## src/sv/assert_macros.svh

```systemverilog
// ----------------------------------------------------------------------------
// Assertion macros
// Shared concurrent assertion forms, clocked on clk and held off by rst_n.
// ----------------------------------------------------------------------------
`ifndef ASSERT_MACROS_SVH
`define ASSERT_MACROS_SVH

// The consequent must hold in the same cycle as the antecedent.
`define ASSERT_IMPLIES(lbl, ante, cons) \
    lbl: assert property (@(posedge clk) disable iff (!rst_n) (ante) |-> (cons)) \
        else $error("assertion failed");

// The consequent must hold in the cycle after the antecedent.
`define ASSERT_NEXT(lbl, ante, cons) \
    lbl: assert property (@(posedge clk) disable iff (!rst_n) (ante) |=> (cons)) \
        else $error("assertion failed");

`endif

```

## src/sv/cicu_pkg.sv

```systemverilog
// ----------------------------------------------------------------------------
// Contact impulse cone update package
// Default widths shared by the pipeline modules.
// ----------------------------------------------------------------------------
package cicu_pkg;

    localparam int DATA_WIDTH = 32;
    localparam int FRAC_BITS  = 16;
    localparam int MU_WIDTH   = 20;

endpackage

```

## src/sv/cicu_div_step.sv

```systemverilog
// ----------------------------------------------------------------------------
// Contact impulse cone update divider step
// One restoring division stage for both tangent lanes, one quotient bit each.
// ----------------------------------------------------------------------------
module cicu_div_step #(
    parameter int W  = cicu_pkg::DATA_WIDTH,
    parameter int SW = 3*cicu_pkg::DATA_WIDTH+1
) (
    input  logic                clk,
    input  logic                rst_n,
    input  logic                en,
    input  logic                valid_in,
    input  logic [W-1:0]        d_in,
    input  logic [1:0][W-1:0]   rem_in,
    input  logic [1:0][W-1:0]   num_in,
    input  logic [1:0][W-1:0]   q_in,
    input  logic [SW-1:0]       side_in,
    output logic                valid_out,
    output logic [W-1:0]        d_out,
    output logic [1:0][W-1:0]   rem_out,
    output logic [1:0][W-1:0]   num_out,
    output logic [1:0][W-1:0]   q_out,
    output logic [SW-1:0]       side_out
);

    logic [1:0][W:0]   r2;
    logic [1:0]        ge;
    logic [1:0][W:0]   diff;

    always_comb
    begin
        for (int i = 0; i < 2; i++)
        begin
            r2[i]   = {rem_in[i], num_in[i][W-1]};
            ge[i]   = r2[i] >= {1'b0, d_in};
            diff[i] = r2[i] - {1'b0, d_in};
        end
    end

    always_ff @(posedge clk or negedge rst_n)
    begin
        if (!rst_n)
        begin
            valid_out <= 1'b0;
        end
        else if (en)
        begin
            valid_out <= valid_in;
        end
    end

    always_ff @(posedge clk)
    begin
        if (en)
        begin
            d_out    <= d_in;
            side_out <= side_in;
            for (int i = 0; i < 2; i++)
            begin
                rem_out[i] <= ge[i] ? diff[i][W-1:0] : r2[i][W-1:0];
                num_out[i] <= {num_in[i][W-2:0], 1'b0};
                q_out[i]   <= {q_in[i][W-2:0], ge[i]};
            end
        end
    end

endmodule

```

## config.mk

```make
export PLATFORM = sky130hd
export DESIGN_NAME = cicu_div_step
export DESIGN_NICKNAME = d
export VERILOG_FILES = /design/src/sv/assert_macros.svh /design/src/sv/cicu_pkg.sv /design/src/sv/cicu_div_step.sv
export SDC_FILE = /design/constraint.sdc
export NUM_CORES = 1
export LEC_CHECK = 0
export ABC_AREA = 1
export BUFFER_PORTS_ARGS = -buffer_cell sky130_fd_sc_hd__clkbuf_2
export CORE_ASPECT_RATIO = 1.5
export CORE_UTILIZATION = 25
export DETAILED_ROUTE_END_ITERATION = 6
export PLACE_DENSITY_LB_ADDON = 0.12
export RECOVER_POWER = 50
export SLEW_MARGIN = 40
export SYNTH_ARGS = -nofsm -noshare
export SYNTH_HDL_FRONTEND = slang
export SYNTH_SLANG_ARGS = --single-unit
```

## constraint.sdc

```tcl
create_clock -name clk -period 1.1 [get_ports clk]
set_clock_uncertainty 0.1 [all_clocks]
set_input_delay 0.055 -clock clk [delete_from_list [all_inputs] [get_ports clk]]
set_output_delay 0.055 -clock clk [all_outputs]
set_load 0.01 [all_outputs]
```

After elaboration in Yosys (flattened, before gate mapping)
Index checks and enable logic that the tools add are counted.
Word-level totals
  bits in registers: 320
  input port bits: 325
  output and inout port bits: 322
  word-level logic and storage cells: 15
Operators by class
  $add $sub $neg: 2
  magnitude comparators: 2
  mux-type cells: 2
Operators by type and width (number)
  $ge 33x32->1: 2
  $mux 32: 2
  $sub 32x32->32: 2

Longest topological paths before layout
Gate-level depths: netlist (run 1).
  word-level depth: 2
  mapped depth: 16
  mapped depth without buffers: 15

Worst setup path after synthesis (run 1)
Ideal clock, no wire load.
  path kind: input to register
  from: in d_in[4]
  to: reg rem_out[22] (netlist bit), data pin
  library setup time: 0.252 ns
  arrival time: 1.453 ns
  required time: 0.748 ns
  slack: -0.706 ns
  stages: 14
  buffers on the path: 1
  cells stage by stage: inv_1 > ha_1 > nand2_1 > nand2_1 > nand3b_2 > nand2_2 > nand2_4 > nand2_4 > nand2_4 > nand2_4 > nand2_8 > buf_6 > nand2_1 > nand2_1
Between the ends
  cells in the longest elaborated chain, start to end: 2
  elaborated cells on any way between the ends: 3
  those cells by class: add/sub: 1; order compare: 1; mux: 1
Ends and longest elaborated chain
  start, declared: line cicu_div_step.sv:13  | input logic [W-1:0] d_in,
  $sub 32x32->32 or $ge 33x32->1 (tied branches): line cicu_div_step.sv:36, cicu_div_step.sv:35
  $mux 32 (*): line cicu_div_step.sv:60  | rem_out[i] <= ge[i] ? diff[i][W-1:0] : r2[i][W-1:0];
  end signal, assigned by index: line cicu_div_step.sv:60
  end, declared: line cicu_div_step.sv:20  | output logic [1:0][W-1:0] rem_out,
Every way passes the cells marked *; elsewhere a longest branch is shown, timed or not.
A chain may end at the register's enable or synchronous reset.

Final worst setup path (run 1)
  from: in d_in[3]
  to: reg rem_out[1] (netlist bit), data pin
Between the ends
  cells in the longest elaborated chain, start to end: 2
Ends and longest elaborated chain
  $ge 33x32->1: line cicu_div_step.sv:35  | ge[i] = r2[i] >= {1'b0, d_in};
  $mux 32: line cicu_div_step.sv:60
Every way passes these cells.

==> summary.md, run 1 <==
| Metric | Value |
|---|---|
| Initial antenna violation count | 3 |
| Yosys warnings | 0 |
| GRT overflow | 0 |
| Crit share post-route | 1.48 |
| DRT antenna net count | 0 |
| Site row count | 112 |
| Setup slack after layout | -533 ps |
| Layout area overhead | 91.4% |
| Vias per cell | 4.34 |
| Register area | 9600 um2 |
| Syn Std Cell Area | 15900 um2 |
| CTS H-tree depth | 2 |
| Hold Crit Class | input port to flip-flop |
| Busiest grt layer | met2 |
| Clk pin slew, worst setup/hold paths | 60 ps |
| GRT Total Usage | 0.224 |
| Setup TNS Final | -72680 ps |
| Final hold violation count | 1 |
| Final WL | 75100 um |
| Synth Area per Inst | 9.82 um2 |
| Sequential-to-total area share from yosys stat | 0.604 |
| Fill count | 5875 |
| Overall Power | 0.0382 W |
| Worst R2R Setup Slack | 250 ps |
| Most common cell after layout, fill and taps aside | clkbuf_2 |
| Top-Level Pins | 647 |
| PortBufs | between 600 and 700 |
| Share of cells above drive strength 1 | 0.502 |
| Reg2reg path depth | 1 |
| Final HPWL DP | 55200 um |
| Routed vias | 16482 |
| Initial Utilization | 0.254 |
| Endpoint class of the critical path | flip-flop |
| Hold Slack | -23.1 ps |
| Post-Place Setup Slack | -1560 ps |
| 1st-iter DRT viols | 704 |
| Routability cong. | roughly 0.9 |
| Leak Pwr | 14.6 nW |
| Period minus WS final | 1630 ps |
| Core area | 62500 um2 |
| Vias in the first global route | roughly 18000 |
| Die W | 208 um |
| Maxcap violations | 0 |
| WL per Instance | 19.7 um |
| Crit start category | input port |
| FF-to-FF End | valid_out$_DFFE_PN0P_ |
| Multi-input logic area | between 7000 and 8000 um2 |
| Final #Nets | 3367 |
| Synth unique cells | 36 |
| Hold Path Sink | rem_out[0]$_DFFE_PP_ |
| Worst EP arrival | 1850 ps |
| Hold path startpoint | num_in[31] |
| Final number of setup-violating endpoints | 494 |
| N_diodes | 0 |
| CTS buffer count | 36 |
| RR Startpoint | valid_out$_DFFE_PN0P_ |
| Yosys reg bits | 320 |
| PwrDens | approximately 1300 nW/um2 |
| CTS sink count | 320 |
| CP Max Fanout | 8 |
| First-pass GRT wire length | 107000 um |
| Setup CP Type | input port to flip-flop |
| Synthesized instance count | 1619 |
| Global Route met1 Usage | 0.206 |
| F_max | 0.612 GHz |
| CP required | 1320 ps |
| CTS tree | done |
| Fin. max-slew vios | 0 |
| RSZ-0062 raised after global routing | true |
| Outcome | finished with violations |
| # DRC | 0 |
| Violated checks | hold timing, setup timing |
| Met3 usage | 0.0430 |
| Worst VDD drop | 1.06 mV |
| Worst-Skew Late Latency | 540 ps |
| Die Span Y | 311 um |
| Clk root buf | clkbuf_16 |
| DR pass1 iterations | 4 |
| CTS max path bufs | 3 |
| Most frequent cells in the layout | 584 x clkbuf_2, 418 x nand2_1, 321 x dlygate4sd3_1 |
| Largest net degree at the start of global routing | 35 |
| Worst Hold Path Cells | 6 |
| DIE AREA | 64600 um2 |
| Met2 GRT Util | 0.452 |
==> layout make-up <==
cell class / instances / area share
clock inverter: 24 / 0.00757
tap: 798 / 0.0328
clock buffer: 41 / 0.0302
multi-input combinational: 1008 / 0.243
inverter: 282 / 0.0364
sequential: 320 / 0.316
timing repair buffer: 1328 / 0.334
==> critical path, cell delays in order <==
cell	delay [ps]
buf_8	80
clkinvlp_4	90
buf_6	130
ha_4	220
nand2_4	130
nor2_1	50
nand3_1	60
nor2_1	50
nand2_1	70
nand3_2	90
nor2_4	300
buf_12	230
nand2_8	140
nand2_4	100
nand2_2	50
==> through the flow <==
stage,utilization,instance area (um2),instances
2_1_floorplan,-,16100,1620
4_1_cts,0.462,28900,3768
3_3_place_gp,0.361,22600,3333
3_5_place_dp,0.361,22600,3334
6_report,0.487,30400,3801
5_1_grt,0.487,30400,3801
==> kinds of logic (layout without fill, tap and decap cells) <==
| kind of cell | Yosys count | after routing | synth area share |
|---|---|---|---|
| adders and majority gates | 66 | 66 | 0.0529 |
| muxes | 1 | 1 | 0.000708 |
| buffers and inverters | 303 | 1675 | 0.0770 |
| other | 1 | 2 | 0.000236 |
| xor gates and xnor gates | 28 | 28 | 0.0154 |
| and+or+nand+nor | 855 | 866 | 0.235 |
| AOI/OAI and AO/OA | 45 | 45 | 0.0149 |
| DFF | 320 | 320 | 0.604 |
==> where the power goes <==
part           internal [W]  switching (W)
registers            0.0148       0.000352
clock network       0.00680        0.00520
logic               0.00523        0.00583
==> sequential cells by signal, summed over array words and instances (netlist names) <==
name / cells
side_out: 97
valid_out: 1
num_out: 62
rem_out: 64
q_out: 64
d_out: 32
==> cells in the mapped netlist (all sizes together) <==
| cell type | number | area, um2 |
|---|---|---|
| nor2 | 87 | 372 |
| nor3b | 1 | 7.51 |
| fa | 2 | 40.0 |
| or2 | 1 | 6.26 |
| o21bai | 3 | 22.5 |
| a21oi | 39 | 199 |
| conb | 1 | 3.75 |
| dfrtp | 1 | 25.0 |
| xnor2 | 2 | 17.5 |
| nand3b | 12 | 93.8 |
| nand2 | 595 | 2340 |
| xor2 | 26 | 228 |
| nand4 | 5 | 31.3 |
| nor3 | 16 | 90.1 |
| and2 | 10 | 62.6 |
| buf | 21 | 165 |
| o21ai | 3 | 15.0 |
| mux2 | 1 | 11.3 |
| ha | 64 | 801 |
| edfxtp | 319 | 9580 |
| nand3 | 128 | 726 |
| inv | 282 | 1060 |
==> worst max-delay path by stage <==
| stage | to | start |
|---|---|---|
| CTS | rem_out[32]$_DFFE_PP_ | d_in[23] |
| global placement | rem_out[19]$_DFFE_PP_ | d_in[13] |
| floorplan | rem_out[63]$_DFFE_PP_ | d_in[17] |
| detailed placement | rem_out[22]$_DFFE_PP_ | d_in[13] |
| global route | rem_out[15]$_DFFE_PP_ | d_in[2] |
| finish | rem_out[1]$_DFFE_PP_ | d_in[3] |
==> what timing repair did <==
item / CTS / global route
endpoints found under the hold margin: 508 / 1
cloned: 15 / 7
setup buffers: 34 / 25
pin swaps: 84 / 131
endpoints found under the setup margin: 386 / 494
hold buffers: 320 / 1
gates resized for setup: 270 / 347
==> routing by layer <==
layer / up-vias / share of wire
li1: 7958 / -
met1: 7732 / 0.32
met2: 614 / 0.55
met3: 174 / 0.052
met4: 4 / 0.069
met5: - / 0.00032
Note: power is estimated with default switching activity, not from simulation.
==> run 2: changes to the inputs <==
--- a/config.mk
+++ b/config.mk
@@ -10,6 +10,7 @@
 export CORE_ASPECT_RATIO = 1.5
 export CORE_UTILIZATION = 25
 export DETAILED_ROUTE_END_ITERATION = 6
+export HOLD_SLACK_MARGIN = 0.15
 export PLACE_DENSITY_LB_ADDON = 0.12
 export RECOVER_POWER = 50
 export SLEW_MARGIN = 40
==> run 2 against run 1 <==
  * The run still ends with hold timing, setup timing left
  * First-iteration DRC count decreased by 4.7%
  * Via count increased by 5.6%
  * Sequential share of layout area decreased by 2.1 points
  * Non-clock buffer count increased by 217
  * Final cell count increased by 5.7%
  * Worst hold slack got worse by 370 ps
  * Clock power about the same
  * Worst setup slack improved by 7.4 ps
  * Routed wire length increased by 4.4%
  * Critical path type unchanged
  * Highest routed layer unchanged
==> summary.md, run 2 (synthesis results as in run 1) <==
| Metric | Value |
|---|---|
| Largest register by flop count | side_out |
| DRT antenna net count | 0 (unchanged) |
| Fill count | 5630 (-4.2%) |
| Layout area overhead | 105% |
| Most frequent cells in the layout | 576 x clkbuf_2, 536 x dlygate4sd3_1, 405 x nand2_1 |
| P_sw | 0.0116 W (+1.9%) |
| Vias in the first global route | 18764 (+6.3%) |
| Setup slack after layout | -526 ps (+7.43 ps) |
| # DRC | 0 (unchanged) |
| CTS max path bufs | 3 (unchanged) |
| PwrDens | 1200 nW/um2 (-4.7%) |
| GRT overflow | 0 (unchanged) |
| 1st-iter DRT viols | 671 (-4.7%) |
| Maxcap violations | 0 (unchanged) |
| Worst VDD drop | 1.04 mV (-2.3%) |
| RSZ-0062 raised after global routing | true |
| Max reg flops | 97 (unchanged) |
| CTS buffer count | 36 (unchanged) |
| Crit share post-route | 1.48 (-0.00675) |
| Clk pin slew, worst setup/hold paths | 60 ps (about the same) |
| CP dominant cell by count | nand2_1 |
| Largest regs | side_out x97, q_out x64, rem_out x64 |
| CTS sink count | 320 (unchanged) |
| Site row count | 112 (unchanged) |
| Critical path's slowest cell | nor2_4 |
| Die W | 208 um (unchanged) |
| Setup TNS Final | -97120 ps (-24440 ps) |
| Final hold violation count | 10 (+9) |
| F_max | 0.615 GHz (+0.46%) |
| Vias per cell | 4.33 (about the same) |
| Internal power | 0.0274 W (+2.1%) |
| Register area | 9600 um2 (unchanged) |
| CTS H-tree depth | 2 (unchanged) |
| Period minus WS final | 1630 ps (-7.43 ps) |
| Initial antenna violation count | 5 (+2) |
| Largest net degree at the start of global routing | 35 (unchanged) |
| WL per Instance | 19.5 um (-1.2%) |
| Core area | 62500 um2 (unchanged) |
| Hold Crit Class | input port to flip-flop |
| Hold Slack | -393 ps (-370 ps) |
| Most common cell after layout, fill and taps aside | clkbuf_2 |
| DR pass1 iterations | 5 (+1) |
| CP required | 1320 ps (about the same) |
| DIE AREA | 64600 um2 (unchanged) |
| Setup CP Type | input port to flip-flop |
| Top-Level Pins | 647 (unchanged) |
| Leak Pwr | 15.4 nW (+6.0%) |
| Clk root buf | clkbuf_16 |
| CTS tree | done |
| CP max stage delay | 290 ps (about the same) |
| Outcome | finished with violations |
| Final #Nets | 3584 (+6.4%) |
| Violated checks | hold timing, setup timing |
| Crit start category | input port |
| First-pass GRT wire length | 112000 um (+5.0%) |
| Logic gate share of total power | 0.302 (+0.012) |
| Multi-input logic area | 7380 um2 (-0.14%) |
| Clock power share | 0.309 (-0.005) |
| Final WL | 78400 um (+4.4%) |
| Worst EP arrival | 1840 ps (about the same) |
| Routed vias | 17406 (+5.6%) |
| Worst R2R Setup Slack | 250 ps (about the same) |
| Worst-Skew Late Latency | 540 ps (about the same) |
| Final HPWL DP | 55200 um (unchanged) |
| Share of cells above drive strength 1 | 0.471 (-0.0307) |
| Final Util | 0.521 (+0.0344) |
| Final number of setup-violating endpoints | 642 (+30%) |
| N_diodes | 0 (unchanged) |
| Endpoint class of the critical path | flip-flop |
| Seq pwr share | 0.389 (-0.007) |
| GRT Total Usage | 0.234 (+0.0101) |
| PortBufs | 642 (unchanged) |
| Switch share | 0.298 (-0.000384) |
| Fin. max-slew vios | 0 (unchanged) |
| CP Max Fanout | 8 (unchanged) |
| Initial Utilization | 0.254 (unchanged) |
| Die Span Y | 311 um (unchanged) |
| CP Cell Sequence | buf_8, clkinvlp_4, buf_6, ha_4, nand2_4, nor2_1, nand3_1, nor2_1, nand2_1, nand3_2, nor2_4, buf_12, nand2_8, nand2_1, nand2_1 |
| Routability cong. | 0.901 (unchanged) |
run 2: cell count changes in the layout (fill, tap and decap cells not counted), moves of 8 or more:
cell / before / now
clkbuf_2: 584 / 576
dlygate4sd3_1: 321 / 536
nand2_2: 126 / 135
nand2_1: 418 / 405
run 2: power by group through the flow:
stage / registers, W / clock network [W] / logic [W]
2_1_floorplan: 0.0160 / 0 / 0.00282
3_3_place_gp: 0.0154 / 0 / 0.00803
3_5_place_dp: 0.0154 / 0 / 0.00806
4_1_cts: 0.0151 / 0.0124 / 0.0107
5_1_grt: 0.0152 / 0.0128 / 0.0126
6_report: 0.0152 / 0.0120 / 0.0118
run 2: path summary, 6_finish.rpt:
check / from / end / cells past startpoint
worst max-delay path: d_in[3] / rem_out[3]$_DFFE_PP_ / 15
worst min-delay path: d_in[26] / d_out[26]$_DFFE_PP_ / 1
worst max register to register: valid_out$_DFFE_PN0P_ / valid_out$_DFFE_PN0P_ / 1
worst min register to register: valid_out$_DFFE_PN0P_ / valid_out$_DFFE_PN0P_ / 1
max in group asynchronous: rst_n / valid_out$_DFFE_PN0P_ / 3
min in group asynchronous: rst_n / valid_out$_DFFE_PN0P_ / 3
run 2: area by class of cell:
class / instances / share of cell area
flip-flops and latches: 320 / 0.295
repair buffers: 1545 / 0.378
clock inverters: 24 / 0.00707
inverters: 282 / 0.0343
clock buffers: 41 / 0.0282
well taps: 798 / 0.0307
multi-input cells: 1008 / 0.227
run 2: through the flow:
stage	area, um2	total power (W)	cells	setup WS [ps]
global route	32600	0.0407	4018	-542
floorplan	16100	0.0188	1620	-662
CTS	30800	0.0383	3962	-529
global placement	22600	0.0234	3333	-1860
detailed placement	22600	0.0234	3334	-1560
finish	32600	0.0389	4018	-526
run 2: what timing repair did:
item | CTS | global route
cloned | 15 | 7
hold buffers | 514 | 22
setup buffers | 34 | 27
pin swaps | 84 | 124
endpoints found under the hold margin | 638 | 36
setup endpoints to repair | 386 | 495
resized for setup | 270 | 377
run 2: critical path: cells and delay by family:
| kind | cells | cell delay, ps |
|---|---|---|
| and+or+nand+nor | 10 | 1030 |
| adders and majority gates | 1 | 220 |
| buffers and inverters | 4 | 530 |
run 2: layer usage:
metal | routed length (um) | GRT usage | part of all wire
met1 | 25200 | 0.211 | 0.32
met2 | 43500 | 0.473 | 0.55
met3 | 4170 | 0.0475 | 0.053
met4 | 5500 | 0.126 | 0.070
met5 | 48 | 0 | 0.00061
==> run 3: changes to the inputs <==
--- a/config.mk
+++ b/config.mk
@@ -13,6 +13,7 @@
 export HOLD_SLACK_MARGIN = 0.15
 export PLACE_DENSITY_LB_ADDON = 0.12
 export RECOVER_POWER = 50
+export SKIP_CTS_REPAIR_TIMING = 1
 export SLEW_MARGIN = 40
 export SYNTH_ARGS = -nofsm -noshare
 export SYNTH_HDL_FRONTEND = slang
==> run 3 against run 2 <==
  * The flow still finishes with violations (hold timing, setup timing)
  * Global-route usage decreased by 3.6 points
  * Via count fell by 1.2%
  * Worst hold slack better by 6.4 ps
  * Routed wire length is 0.55% lower
  * Critical endpoint is now rem_out[37]$_DFFE_PP_
  * Non-clock buffer count fell by 56
  * Largest cell class unchanged
==> summary.md, run 3 (synthesis results as in run 1) <==
| Metric | Value |
|---|---|
| CP Max Fanout | 7 (-1) |
| Seq pwr share | 0.395 (+0.006) |
| RSZ-0062 raised after global routing | true |
| Fin. max-slew vios | 0 (unchanged) |
| # DRC | 0 (unchanged) |
| Most frequent cells in the layout | 599 x clkbuf_2, 503 x dlygate4sd3_1, 455 x nand2_1 |
| Routed vias | 17203 (-1.2%) |
| Final #Nets | 3526 (-1.6%) |
| Clk pin slew, worst setup/hold paths | 60 ps (about the same) |
| Inst Count DP | 3334 (unchanged) |
| Initial antenna violation count | 8 (+3) |
| Overall Power | 0.0383 W (-1.8%) |
| Max reg flops | 97 (unchanged) |
| Die Span Y | 311 um (unchanged) |
| Logic gate share of total power | 0.289 (-0.013) |
| Crit-path leading delay family | simple AND/OR/NAND/NOR gates |
| Vias in the first global route | 15135 (-19%) |
| DR pass1 iterations | 7 (+2) |
| Setup slack after layout | -532 ps (-5.82 ps) |
| CTS H-tree depth | 2 (unchanged) |
| CP required | 1310 ps (about the same) |
| Worst-Skew Late Latency | 550 ps (about the same) |
| PwrDens | 1230 nW/um2 (+2.5%) |
| Worst EP arrival | 1840 ps (about the same) |
| GRT overflow | 0 (unchanged) |
| Final number of setup-violating endpoints | 497 (-23%) |
| Clk root buf | clkbuf_16 |
| Internal power | 0.0269 W (-1.7%) |
| Most common cell after layout, fill and taps aside | clkbuf_2 |
| WP buf/inv | 5 (+1) |
| Crit start category | input port |
| Final instance area | 31200 um2 (-4.1%) |
| CTS sink count | 320 (unchanged) |
| WL per Instance | 19.7 um (+0.83%) |
| CTS max path bufs | 3 (unchanged) |
| CP Cell Sequence | buf_4, inv_4, buf_4, ha_4, nand2_2, nor2_4, nand2_2, nor2_4, nand2_2, nor2_4, nor2_4, clkbuf_16, clkbuf_16, nand3_2, nand2_1 |
| CTS tree | done |
| First-pass GRT wire length | 93900 um (-16%) |
| Largest register by flop count | side_out |
| Hold Slack | -387 ps (+6.42 ps) |
| Clock power share | 0.316 (+0.007) |
| Maxcap violations | 0 (unchanged) |
| Setup CP Type | input port to flip-flop |
| Setup TNS Final | -75860 ps (+21260 ps) |
| Fill count | 5795 (+2.9%) |
| Die W | 208 um (unchanged) |
| Largest regs | side_out x97, q_out x64, rem_out x64 |
| Largest net degree at the start of global routing | 36 (+2.9%) |
| Initial Utilization | 0.254 (unchanged) |
| Layout area overhead | 96.4% |
| Final HPWL DP | 55200 um (unchanged) |
| Endpoint class of the critical path | flip-flop |
| Routability cong. | 0.901 (unchanged) |
| Core area | 62500 um2 (unchanged) |
| Leak Pwr | 14.9 nW (-3.6%) |
| Critical path origin | d_in[13] |
| Post-DP Area | 22600 um2 (unchanged) |
| RR Startpoint | valid_out$_DFFE_PN0P_ |
| PortBufs | 642 (unchanged) |
| Hold Crit Class | input port to flip-flop |
| GRT Total Usage | 0.197 (-0.0363) |
| Site row count | 112 (unchanged) |
| Crit share post-route | 1.48 (+0.00529) |
| Vias per cell | 4.34 (+0.21%) |
| Period minus WS final | 1630 ps (+5.82 ps) |
| Critical path's slowest cell | ha_4 |
| CP dominant cell by count | nor2_4 |
| 1st-iter DRT viols | 639 (-4.8%) |
| Fin cells | 3963 (-1.4%) |
| P_sw | 0.0114 W (-2.0%) |
| CP max stage delay | 280 ps (about the same) |
| Final hold violation count | 15 (+5) |
| Worst VDD drop | 1.02 mV (-1.5%) |
| Share of cells above drive strength 1 | 0.445 (-0.0261) |
| Switch share | 0.297 (-0.000619) |
| DIE AREA | 64600 um2 (unchanged) |
| F_max | 0.613 GHz (-0.36%) |
| Outcome | finished with violations |
| Hold path startpoint | d_in[6] |
| Top-Level Pins | 647 (unchanged) |
| Violated checks | hold timing, setup timing |
| CTS buffer count | 36 (unchanged) |
| DRT antenna net count | 0 (unchanged) |
| Final WL | 77900 um (-0.55%) |
==> run 3: metrics by stage <==
| step | hold WS (ps) | worst slack [ps] | util |
|---|---|---|---|
| after floorplan | -341 | -662 | - |
| after global placement | -270 | -1860 | 0.361 |
| after detailed placement | -266 | -1560 | 0.361 |
| after CTS | -868 | -953 | 0.380 |
| after global routing | -419 | -599 | 0.499 |
| final | -387 | -532 | 0.499 |
==> run 3: area by class of cell <==
| cell class | instances | area (um2) | share of cell area |
|---|---|---|---|
| Timing Repair Buffer | 1489 | 11500 | 0.368 |
| Sequential cell | 320 | 9600 | 0.308 |
| Multi-Input combinational cell | 1006 | 6880 | 0.220 |
| Inverter | 282 | 1090 | 0.0349 |
| Tap cell | 798 | 998 | 0.0320 |
| Clock buffer | 41 | 920 | 0.0295 |
| Clock inverter | 24 | 230 | 0.00738 |
| Antenna cell | 3 | 7.51 | 0.000241 |
==> run 3: per-layer routing <==
| layer | up-vias | global-route usage | part of all wire |
|---|---|---|---|
| li1 | 8283 | - | - |
| met1 | 8133 | 0.184 | 0.33 |
| met2 | 593 | 0.397 | 0.56 |
| met3 | 184 | 0.0462 | 0.051 |
| met4 | 10 | 0.0875 | 0.061 |
| met5 | - | 0 | 0.00085 |
==> run 3: final timing paths <==
| path | end | slack, ps | depth (start not counted) |
|---|---|---|---|
| hold reg to reg | valid_out$_DFFE_PN0P_ | 420 | 1 |
| max in group asynchronous | valid_out$_DFFE_PN0P_ | 550 | 3 |
| min in group asynchronous | valid_out$_DFFE_PN0P_ | 250 | 3 |
| setup / recovery | rem_out[37]$_DFFE_PP_ | -530 | 15 |
| hold / removal | d_out[6]$_DFFE_PP_ | -390 | 1 |
| setup reg to reg | valid_out$_DFFE_PN0P_ | 250 | 1 |
==> run 3: power by group through the flow <==
stage	Combinational (W)	Sequential, W	Clock, W
finish	0.0111	0.0151	0.0121
global route	0.0118	0.0152	0.0129
CTS	0.00808	0.0151	0.0124
detailed placement	0.00806	0.0154	0
global placement	0.00803	0.0154	0
floorplan	0.00282	0.0160	0
